--- src/design/zcl_pkg.sv ---
`timescale 1ns / 1ps

package zcl_pkg;

	localparam int RING_DEPTH_DEFAULT = 8;

	localparam logic [15:0] CL_IAS_ZONE = 16'h0500;
	localparam logic [15:0] CL_OTA = 16'h0019;
	localparam logic [15:0] CL_ON_OFF = 16'h0006;
	localparam logic [15:0] PROFILE_HA = 16'h0104;
	localparam logic [1:0] FTYPE_MASK = 2'h3;
	localparam logic [1:0] FTYPE_CLUSTER = 2'h1;
	localparam int MANUF_BIT = 2;
	localparam int ALARM_BIT = 0;

	localparam logic [7:0] CMD_NONE = 8'hFF;
	localparam logic [7:0] CMD_ZONE_STATUS = 8'h00;
	localparam logic [7:0] CMD_ENROLL_REQ = 8'h01;
	localparam logic [7:0] CMD_OTA_QUERY = 8'h01;
	localparam logic [7:0] CMD_OFF = 8'h00;
	localparam logic [7:0] CMD_ON = 8'h01;
	localparam logic [7:0] CMD_TOGGLE = 8'h02;

	localparam logic [6:0] MIN_HDR_LEN = 7'd3;
	localparam logic [6:0] ZS_LEN_STD = 7'd5;
	localparam logic [6:0] ZS_LEN_MANUF = 7'd7;

	typedef struct packed {
		logic [15:0] source_addr;
		logic [7:0] source_endpoint;
		logic [15:0] cluster;
		logic [15:0] profile;
		logic [6:0] payload_length;
		logic [55:0] payload_head;
	} in_item_t;

	typedef struct packed {
		logic duplicate;
		logic button_press;
		logic enroll_request;
		logic [15:0] enroll_source;
		logic [7:0] enroll_endpoint;
		logic suppress_reply;
	} out_item_t;

	typedef struct packed {
		logic cs_frame;
		logic [7:0] tsn;
		logic [7:0] cmd;
		logic zone_status_ok;
		logic alarm;
	} hdr_t;

	typedef struct packed {
		logic [15:0] src;
		logic [15:0] cluster;
		logic [7:0] cmd;
		logic [7:0] tsn;
	} tuple_t;

endpackage

--- src/design/zcl_if.sv ---
`timescale 1ns / 1ps

interface zcl_in_if;
	logic valid;
	logic ready;
	zcl_pkg::in_item_t data;
	modport source(output valid, output data, input ready);
	modport sink(input valid, input data, output ready);
endinterface

interface zcl_out_if;
	logic valid;
	logic ready;
	zcl_pkg::out_item_t data;
	modport source(output valid, output data, input ready);
	modport sink(input valid, input data, output ready);
endinterface

--- src/design/zcl_frame_dedup_classifier.sv ---
`timescale 1ns / 1ps

// Classifies received ZCL frame descriptors and flags repeated frames.
// Descriptors arrive on the rx channel; one result per descriptor leaves on
// the tx channel, in order. Both channels use a valid/ready handshake, and a
// transaction completes on a clock edge where both are high.
// A descriptor accepted at one edge is held in the input register, checked
// against the ring of recently seen frames and classified in the next cycle,
// and its result moves into the output register once that register is free.
// The block takes one transaction per cycle while tx is not stalled; the ring
// lookup is combinational and the ring is written at the edge that moves the
// descriptor on, so the next descriptor already sees the updated ring.
// If the receiver holds tx.ready low, the result stays in the output register
// and one more descriptor waits in the input register; rx.ready then drops
// until tx moves again.
// Reset clears all ring entries at once, the ring write pointer and the
// stored IAS alarm level; the block is ready as soon as reset is released.

module zcl_frame_dedup_classifier #(
	parameter int RING_DEPTH = zcl_pkg::RING_DEPTH_DEFAULT
) (
	input logic clk,
	input logic arst_n,
	zcl_in_if.sink rx,
	zcl_out_if.source tx
);

	logic s1_valid_q;
	zcl_pkg::in_item_t item_s1;
	logic out_valid_q;
	zcl_pkg::out_item_t out_q;
	logic previous_alarm_q;

	logic advance;
	logic hit;
	logic wr_en;
	zcl_pkg::hdr_t hdr;
	zcl_pkg::tuple_t tuple;
	zcl_pkg::out_item_t result;
	logic zone_update;

	assign advance = s1_valid_q && (!out_valid_q || tx.ready);
	assign rx.ready = !s1_valid_q || advance;
	assign tx.valid = out_valid_q;
	assign tx.data = out_q;

	zcl_hdr_parse u_parse (
		.payload_length(item_s1.payload_length),
		.payload_head(item_s1.payload_head),
		.hdr(hdr)
	);

	assign tuple.src = item_s1.source_addr;
	assign tuple.cluster = item_s1.cluster;
	assign tuple.cmd = hdr.cmd;
	assign tuple.tsn = hdr.tsn;

	assign wr_en = advance && !hit;

	zcl_seen_ring #(
		.RING_DEPTH(RING_DEPTH)
	) u_ring (
		.clk(clk),
		.arst_n(arst_n),
		.tuple(tuple),
		.wr_en(wr_en),
		.hit(hit)
	);

	assign zone_update = !hit && hdr.cs_frame
		&& item_s1.cluster == zcl_pkg::CL_IAS_ZONE
		&& hdr.cmd == zcl_pkg::CMD_ZONE_STATUS && hdr.zone_status_ok;

	always_comb begin
		result = '0;
		result.duplicate = hit;
		if (!hit) begin
			if (zone_update) begin
				result.button_press = hdr.alarm && !previous_alarm_q;
			end else if (hdr.cs_frame && item_s1.cluster == zcl_pkg::CL_ON_OFF
				&& item_s1.profile == zcl_pkg::PROFILE_HA
				&& (hdr.cmd == zcl_pkg::CMD_OFF || hdr.cmd == zcl_pkg::CMD_ON
				|| hdr.cmd == zcl_pkg::CMD_TOGGLE)) begin
				result.button_press = 1'b1;
			end
			result.enroll_request = hdr.cs_frame
				&& item_s1.cluster == zcl_pkg::CL_IAS_ZONE
				&& hdr.cmd == zcl_pkg::CMD_ENROLL_REQ;
			result.suppress_reply = hdr.cs_frame
				&& item_s1.cluster == zcl_pkg::CL_OTA
				&& hdr.cmd == zcl_pkg::CMD_OTA_QUERY;
			if (result.enroll_request) begin
				result.enroll_source = item_s1.source_addr;
				result.enroll_endpoint = item_s1.source_endpoint;
			end
		end
	end

	always_ff @(posedge clk or negedge arst_n) begin
		if (!arst_n) begin
			s1_valid_q <= 1'b0;
			out_valid_q <= 1'b0;
			previous_alarm_q <= 1'b0;
		end else begin
			if (rx.ready) begin
				s1_valid_q <= rx.valid;
			end
			if (advance) begin
				out_valid_q <= 1'b1;
			end else if (tx.ready) begin
				out_valid_q <= 1'b0;
			end
			if (advance && zone_update) begin
				previous_alarm_q <= hdr.alarm;
			end
		end
	end

	always_ff @(posedge clk) begin
		if (rx.valid && rx.ready) begin
			item_s1 <= rx.data;
		end
		if (advance) begin
			out_q <= result;
		end
	end

	assert property (@(posedge clk) disable iff (!arst_n)
		!rx.ready |-> (s1_valid_q && out_valid_q && !tx.ready))
		else $error("Input stalled without a blocked result.");

	assert property (@(posedge clk) disable iff (!arst_n)
		advance |=> out_valid_q)
		else $error("Advanced transaction did not reach the output register.");

	assert property (@(posedge clk) disable iff (!arst_n)
		wr_en |=> hit || !s1_valid_q || item_s1 != $past(item_s1))
		else $error("Repeated frame was not caught after its ring write.");

	assert property (@(posedge clk) disable iff (!arst_n)
		(tx.valid && tx.data.duplicate) |-> (!tx.data.button_press
		&& !tx.data.enroll_request && !tx.data.suppress_reply))
		else $error("Duplicate frame raised an action.");

endmodule

--- src/design/zcl_hdr_parse.sv ---
`timescale 1ns / 1ps

module zcl_hdr_parse (
	input logic [6:0] payload_length,
	input logic [55:0] payload_head,
	output zcl_pkg::hdr_t hdr
);

	logic [7:0] fc;
	logic manuf;
	logic long_enough;

	assign fc = payload_head[7:0];
	assign manuf = fc[zcl_pkg::MANUF_BIT];
	assign long_enough = payload_length >= zcl_pkg::MIN_HDR_LEN;

	always_comb begin
		hdr = '0;
		hdr.cmd = zcl_pkg::CMD_NONE;
		if (long_enough) begin
			hdr.cs_frame = (fc[1:0] & zcl_pkg::FTYPE_MASK) == zcl_pkg::FTYPE_CLUSTER;
			if (manuf) begin
				hdr.tsn = payload_head[31:24];
				hdr.cmd = payload_head[39:32];
				hdr.zone_status_ok = payload_length >= zcl_pkg::ZS_LEN_MANUF;
				hdr.alarm = payload_head[40 + zcl_pkg::ALARM_BIT];
			end else begin
				hdr.tsn = payload_head[15:8];
				hdr.cmd = payload_head[23:16];
				hdr.zone_status_ok = payload_length >= zcl_pkg::ZS_LEN_STD;
				hdr.alarm = payload_head[24 + zcl_pkg::ALARM_BIT];
			end
		end
	end

endmodule

--- src/design/zcl_seen_ring.sv ---
`timescale 1ns / 1ps

module zcl_seen_ring #(
	parameter int RING_DEPTH = zcl_pkg::RING_DEPTH_DEFAULT
) (
	input logic clk,
	input logic arst_n,
	input zcl_pkg::tuple_t tuple,
	input logic wr_en,
	output logic hit
);

	localparam int HW = $clog2(RING_DEPTH);
	localparam logic [HW-1:0] LAST = HW'(RING_DEPTH - 1);

	logic [RING_DEPTH-1:0] valid_q;
	zcl_pkg::tuple_t tag_q [RING_DEPTH];
	logic [HW-1:0] head_q;
	logic [RING_DEPTH-1:0] match;

	always_comb begin
		for (int i = 0; i < RING_DEPTH; i++) begin
			match[i] = valid_q[i] && (tag_q[i] == tuple);
		end
	end

	assign hit = |match;

	always_ff @(posedge clk or negedge arst_n) begin
		if (!arst_n) begin
			valid_q <= '0;
			head_q <= '0;
		end else if (wr_en) begin
			valid_q[head_q] <= 1'b1;
			head_q <= (head_q == LAST) ? '0 : head_q + 1'b1;
		end
	end

	always_ff @(posedge clk) begin
		if (wr_en) begin
			tag_q[head_q] <= tuple;
		end
	end

endmodule
--- src/flat_wrapper.sv ---
// flat-port wrapper written by rule: the top's interface ports become plain ports
module zcl_frame_dedup_classifier_flat 
#(
	parameter int RING_DEPTH = zcl_pkg::RING_DEPTH_DEFAULT
)
  (clk, arst_n, rx_valid, rx_data, rx_ready, tx_valid, tx_data, tx_ready);
  zcl_in_if rx_i ();
  zcl_out_if tx_i ();
  input logic clk;
  input logic arst_n;
  input wire logic [$bits(rx_i.valid)-1:0] rx_valid;
  input wire logic [$bits(rx_i.data)-1:0] rx_data;
  output wire logic [$bits(rx_i.ready)-1:0] rx_ready;
  output wire logic [$bits(tx_i.valid)-1:0] tx_valid;
  output wire logic [$bits(tx_i.data)-1:0] tx_data;
  input wire logic [$bits(tx_i.ready)-1:0] tx_ready;
  assign rx_i.valid = rx_valid;
  assign rx_i.data = rx_data;
  assign rx_ready = rx_i.ready;
  assign tx_valid = tx_i.valid;
  assign tx_data = tx_i.data;
  assign tx_i.ready = tx_ready;
  zcl_frame_dedup_classifier #(.RING_DEPTH(RING_DEPTH)) u_core (.clk(clk), .arst_n(arst_n), .rx(rx_i), .tx(tx_i));
endmodule
--- config.mk ---
export PLATFORM = sky130hd
export DESIGN_NAME = zcl_frame_dedup_classifier_flat
export DESIGN_NICKNAME = d
export VERILOG_FILES = /design/src/design/zcl_pkg.sv /design/src/design/zcl_if.sv /design/src/design/zcl_frame_dedup_classifier.sv /design/src/design/zcl_hdr_parse.sv /design/src/design/zcl_seen_ring.sv /design/src/flat_wrapper.sv
export SDC_FILE = /design/constraint.sdc
export NUM_CORES = 1
export LEC_CHECK = 0
export BUFFER_PORTS_ARGS = -buffer_cell sky130_fd_sc_hd__buf_2
export CORE_ASPECT_RATIO = 1.1
export CORE_MARGIN = 4
export CORE_UTILIZATION = 51
export CTS_CLUSTER_DIAMETER = 40
export CTS_CLUSTER_SIZE = 8
export DETAILED_ROUTE_END_ITERATION = 10
export GPL_ROUTABILITY_DRIVEN = 0
export PLACE_DENSITY_LB_ADDON = 0.3
export SYNTH_ARGS = -nofsm -noshare
export SYNTH_HDL_FRONTEND = slang
export SYNTH_SLANG_ARGS = --single-unit
--- constraint.sdc ---
create_clock -name clk -period 4.38 [get_ports clk]
set_input_delay 0.876 -clock clk [delete_from_list [all_inputs] [get_ports clk]]
set_output_delay 0.876 -clock clk [all_outputs]
set_load 0.1 [all_outputs]
==> impl_results.md, run 1 <==
- Area after DPL: 24360 um2
- Global route overflow: 0
- PD cells: 527.5 nW/um2
- Hold Path Class: input pin to asynchronous set/reset pin
- FF+latch area: about 16000 um2
- Mapped Area: between 20000 and 25000 um2
- Post-placement setup slack: 0.01595 ns
- Die Ht: 226.5 um
- Peak Freq: 232.8 MHz
- Area growth syn-to-layout: 21.91%
- Ys flop type: edfxtp_1
- Synth unique cells: 81
- Unrepaired setup endpoints after global routing: no
- Post-Syn Area per Cell: 15.60 um2
- Syn Nets: between 1500 and 2000
- WS Path Type: flip-flop to flip-flop
- # rows: 79
- Core Box Area: around 43000 um2
- Final Hold Viols: 0
- Post-layout min period: between 4 and 5 ns
- Vias: ~14000
- CP Launch Type: flip-flop
- DP HPWL: 38410 um
- Post-route setup TNS: 0 ns
- Die W: 206.6 um
- Worst EP required: roughly 4.7 ns
- Clock Skews: roughly 0.032 ns
- Share of cells above drive strength 1: roughly a quarter
- Worst-Margin Slew: 1.231 ns
- Clock Latency Late Sink: 0.61 ns
- Pleak: 9.203 nW
- Max Slew Vio Count: 0
- Final Instance Count excl. Fillers: roughly 2300
- Post-synth top area cell: edfxtp_1
- DRC Markers: 0
- Vias in the first global route: 14080
- Dpl cells: 2179
- Final period utilization: 98.05%
- Max-cap violation count: 0
- Hold_buf cts: 0
- Vias/cell: 5.984
- CTS tree: done
- First-pass GRT wire length: 85990 um
- Count leader, synth: edfxtp_1
- Post-synth EDFFs: ~510
- Endpoints failing setup: 0
- Post-synth top area share: 69.35%
- PnR Total Power: 14.23 mW
- Root Driver: clkbuf_16
- Crit Path Max Fanout: 18
- Die area: 46790 um2
- TritonCTS Buffers: 84
- Initial core utilization: 51.94%
- Clock Sinks: ~530
- Antenna Nets Post-Route: 0
- Port Buffers: 132
- Maximum clock path buffer count: 3
- Pin count of the biggest net entering global routing: 100
- IO Count: 153
- Worst EP arrival: 4.64 ns
- Status: completed
- H-tree depth: 3
- Relative slew slack: approximately 18%
- Initial antenna violation count: 0
- Worst-path clk slew: 0.05 ns
- #FFs+latches synth: between 500 and 600
- Total Routing Usage GR: 24.97%
- Initial drt markers: 1767
- Gate Count Post-Synth: 1418
- Synth area leaders: edfxtp_1, xnor2_1, xor2_1, nand4_1, dfrtp_1
- Final net count: between 1500 and 2000
- Footprint of the multi-input gates: between 6000 and 7000 um2
- TritonRoute pass-1 iters: 6
- Type of element capturing the critical path: flip-flop
- Final WL: 58820 um
- Register area share after synthesis: 70.93%
- Synthesis Warnings: 0
- Final WS setup: 0.08520 ns
- WL per Instance: 25.51 um
- Worst VDD drop: 375.9 uV
- Fillers: 3051
- Commonest cells post-synth: edfxtp_1, xnor2_1, xor2_1
- Post-synth ARST share: between 2 and 3%
- Fin area: 26970 um2
## layout make-up
class | instances | area share, %
Sequential cell | 525 | 58.18
Multi-Input combinational cell | 808 | 22.56
Clock buffer | 99 | 8.275
Timing Repair Buffer | 260 | 6.837
Tap cell | 567 | 2.630
Clock inverter | 24 | 1.197
Inverter | 22 | 0.3061
Antenna cell | 1 | 0.009277
## power breakdown
part	internal (mW)	total, mW	switching [mW]
combinational	0.622	1.65	1.03
sequential	6.14	6.47	0.331
clock	3.96	6.11	2.14
total	10.7	14.2	3.50
## what timing repair did
action                     CTS  global route
gates resized for setup      0             4
cloned                       0             1
setup buffers                0             1
setup endpoints to repair    3           358
pin swaps                    1             1
## worst paths after layout
check	end	slack, ns	depth (start not counted)	startpoint
worst max register to register	u_core.tx.data[2]	0.09	12	u_core.item_s1[61]
worst max-delay path	u_core.tx.data[2]	0.09	12	u_core.item_s1[61]
worst min register to register	u_core.u_ring.valid_q[0]	0.46	1	u_core.u_ring.valid_q[0]
max in group asynchronous	u_core.u_ring.valid_q[4]	3.95	1	arst_n
min in group clk	u_core.item_s1[79]	0.44	1	rx_data[79]
worst min-delay path	u_core.u_ring.valid_q[6]	0.18	1	arst_n
## layout by cell type (no fill, tap or decap), types with 14 or more instances in the layout
cell | netlist | routed
buf_4 | 6 | 109
o21ai_0 | 22 | 22
clkbuf_16 | 0 | 87
nor2_1 | 36 | 36
buf_12 | 0 | 18
nand2_1 | 29 | 29
xnor2_1 | 184 | 184
o22ai_1 | 19 | 19
dfrtp_1 | 14 | 14
edfxtp_1 | 511 | 511
nor4_1 | 48 | 48
nand4_1 | 60 | 60
nor3_1 | 20 | 20
a21oi_1 | 23 | 23
inv_1 | 21 | 21
nand3_1 | 16 | 16
xor2_1 | 96 | 96
and2_1 | 29 | 25
buf_2 | 7 | 132
## critical path, cell delays in order, from the launching register on
cell and delay (ns):
edfxtp_1 0.42, or4_4 0.71, nor2_4 0.19, buf_12 0.18
nor2_1 0.08, a221o_1 0.36, nor4_1 0.85, a32o_1 0.30
or4_1 0.27, buf_4 0.26, nor3_4 0.07, buf_12 0.17
and2_1 0.16
## stage by stage
step	hold WS (ns)	utilization (%)
after floorplan	0.4274	-
after global placement	0.4447	57.19
after detailed placement	0.4526	57.19
after CTS	0.1620	63.19
after global routing	0.1872	63.31
final	0.1774	63.32
## cell families (layout without fill, tap and decap cells)
logic type      count (synthesis)  after routing  share of synthesized area [%]
flops                         525            525                          70.93
simple gates                  297            298                          7.939
xor+xnor                      280            280                          11.08
compound gates                194            194                          6.265
buf+inv                        86            405                          1.753
mux                            33             33                          1.872
fa+ha+maj                       3              3                         0.1583
other cells                     0              1                              0
## sequential cells by signal (all words and copies together) (netlist names)
register,flops
u_core.tx.data,28
u_core.u_ring.valid_q,8
u_core.item_s1,99
u_core.u_ring.head_q,3
u_core.u_ring.tag_q,384
u_core.tx.valid,1
u_core.previous_alarm_q,1
u_core.s1_valid_q,1
## metal layers
layer  GRT usage (%)  vias up  share of wire (%)
met4           14.75        0                6.4
met1           30.57     6775                 36
li1                -     6066                  -
met3           5.221      197                8.3
met5               0        -                  0
met2           41.08      762                 49
Note: power is estimated with default switching activity, not from simulation.
==> run 2, diff against run 1 <==
==> constraint.sdc (replaced) <==
create_clock -name clk -period 4.1 [get_ports clk]
set_input_delay 0.82 -clock clk [delete_from_list [all_inputs] [get_ports clk]]
set_output_delay 0.82 -clock clk [all_outputs]
set_load 0.1 [all_outputs]
==> run 2 against run 1 <==
Compared with the run above:
- combinational power is 15% higher
- fmax up 6.8%
- critical endpoint is now u_core.tx.data[22]
- core utilization is 0.51 points higher
- setup slack got worse by 0.0060 ns
- sequential cell count stayed put
- global-route usage increased by 0.21 points
- critical path depth increased by 2
==> impl_results.md, run 2 (synthesis results as in run 1) <==
- Status: completed
- CTS tree: done
- Dpl cells: 2199 (+0.92%)
- Slowest cell on crit path: edfxtp_1
- Initial core utilization: 51.94% (unchanged)
- Final core utilization: 63.83% (+0.51 points)
- Vias: 14180 (+2.7%)
- Max-cap violation count: 0 (unchanged)
- Hold_ws: 0.1161 ns (-0.06132 ns)
- CP Launch Type: flip-flop
- Slowest stage delay, CP: 0.64 ns (-0.21 ns)
- PD cells: 544.7 nW/um2 (+3.3%)
- Peak Freq: 248.7 MHz (+6.8%)
- Cell breakdown of the critical path: xor2_1 > nor4_1 > buf_4 > nand4_1 > nor4_2 > buf_4 > nand4_1 > o32ai_2 > or4_4 > buf_4 > buf_4 > nor3_4 > buf_12 > and2_1
- Clock Latency Late Sink: 0.62 ns (about the same)
- Initial antenna violation count: 0 (unchanged)
- Crit Path Max Fanout: 13 (-5)
- Final Instance Count excl. Fillers: 2329 (+1.0%)
- Endpoints failing setup: 0 (unchanged)
- Most common cell after layout, fill and taps aside: edfxtp_1
- Vias/cell: 6.088 (+1.7%)
- Final Hold Viols: 0 (unchanged)
- Clock Sinks: 525 (unchanged)
- Die area: 46790 um2 (unchanged)
- Global route overflow: 0 (unchanged)
- Die W: 206.6 um (unchanged)
- WS Path Type: flip-flop to flip-flop
- Relative slew slack: 15.63% (-2.2 points)
- Routed met3 length: 4986 um (+2.1%)
- Metal-1 WL: 21690 um (+1.1%)
- Crit-path most repeated cell: buf_4
- H-tree depth: 3 (unchanged)
- Type of element capturing the critical path: flip-flop
- CP Launch Point: u_core.item_s1[112]
- Antenna Nets Post-Route: 0 (unchanged)
- Worst EP arrival: 4.37 ns (-0.27 ns)
- Setup crit end: u_core.tx.data[22]
- Final net count: 1851 (+1.4%)
- DRC Markers: 0 (unchanged)
- Clock Skews: 0.02495 ns (-0.006911 ns)
- RR Endpoint: u_core.tx.data[22]
- Unrepaired setup endpoints after global routing: no
- Core Box Area: 42600 um2 (unchanged)
- WL per Instance: 25.73 um (+0.87%)
- TritonCTS Buffers: 81 (-3.6%)
- Hold_buf cts: 0 (unchanged)
- Initial drt markers: 1625 (-8.0%)
- Area growth syn-to-layout: 22.89%
- Ant. Diodes: 0 (-1)
- Post-route setup TNS: 0 ns (unchanged)
- Port Buffers: 132 (unchanged)
- Final period utilization: 98.07% (about the same)
- Die Ht: 226.5 um (unchanged)
- Vias in the first global route: 14160 (+0.58%)
- Commonest cells after routing, fill and taps aside: edfxtp_1, xnor2_1, buf_2
- TritonRoute pass-1 iters: 8 (+2)
- # rows: 79 (unchanged)
- Worst flop-to-flop path startpoint: u_core.item_s1[112]
- Post-layout min period: 4.021 ns (-0.2740 ns)
- Max reg flops: 384 (unchanged)
- Worst reg-to-reg path cell count: 14 (+2)
- Max Slew Vio Count: 0 (unchanged)
- Total Routing Usage GR: 25.19% (+0.21 points)
- Root Driver: clkbuf_16
- Fillers: 3062 (+0.36%)
- Worst EP required: 4.45 ns (-0.27 ns)
- Share of cells above drive strength 1: 24.23% (+0.87 points)
- Pleak: 9.286 nW (+0.90%)
- Most flops, register: u_core.u_ring.tag_q
- IO Count: 153 (unchanged)
- Highest metal used: met4
- Final WL: 59920 um (+1.9%)
- Pin count of the biggest net entering global routing: 63 (-37%)
- Worst-path clk slew: 0.05 ns (about the same)
- Worst VDD drop: 434.2 uV (+16%)
- R2R setup slack: 0.08 ns (about the same)
- First-pass GRT wire length: 86810 um (+0.95%)
- DP HPWL: 39400 um (+2.6%)
- Hold Path Class: input pin to asynchronous set/reset pin
- Met2 Wirelength: 29900 um (+4.1%)
- Maximum clock path buffer count: 3 (unchanged)
- Worst-Margin Slew: 1.264 ns (+0.03355 ns)
-- run 2: metal layers --
layer / track usage (%) / vias to the layer above
li1: - / 6128
met2: 42.21 / 770
met4: 13.57 / 0
met5: 0 / -
met3: 5.092 / 202
met1: 30.82 / 7078
-- run 2: how the worst min path moves through the flow --
| stage | endpoint | cells after the start |
|---|---|---|
| 2_1_floorplan | u_core.u_ring.valid_q[2] | 1 |
| 3_3_place_gp | u_core.u_ring.valid_q[0] | 1 |
| 3_5_place_dp | u_core.u_ring.valid_q[0] | 1 |
| 4_1_cts | u_core.u_ring.valid_q[7] | 1 |
| 5_1_grt | u_core.u_ring.head_q[1] | 1 |
| 6_report | u_core.u_ring.valid_q[7] | 1 |
-- run 2: power breakdown --
group | internal [mW] | total, mW | switching [mW]
combinational | 0.734 | 1.90 | 1.16
clock | 3.75 | 6.03 | 2.27
sequential | 6.56 | 6.89 | 0.332
total | 11.0 | 14.8 | 3.77
-- run 2: through the flow --
step	power, mW	area [um2]	setup slack, ns
after floorplan	7.967	22140	0.05486
after global placement	8.700	24630	-0.1295
after detailed placement	8.777	24630	-0.1777
after CTS	14.80	26970	0.0007878
after global routing	15.30	27190	0.007146
final	14.81	27190	0.07917
-- run 2: repair_timing --
item / 4_1_cts / 5_1_grt
setup buffers: 0 / 5
resized for setup: 4 / 18
pin swaps: 2 / 4
endpoints found under the setup margin: 409 / 410
cloned: 2 / 4
-- run 2: layout make-up --
cell class                 count  area, um2  area share (%)
timing repair buffer         287       2238           8.232
sequential                   525      15700           57.72
clock inverter                16      178.9          0.6580
tap                          567      709.4           2.609
inverter                      22      82.58          0.3037
clock buffer                 103       2141           7.873
multi-input combinational    809       6147           22.61
-- run 2: critical path: cells and delay by family, from the launching register on --
kind	cells	cell delay, ns
simple gates	7	1.54
flops	1	0.64
buf+inv	5	0.96
compound gates	1	0.35
xor+xnor	1	0.26
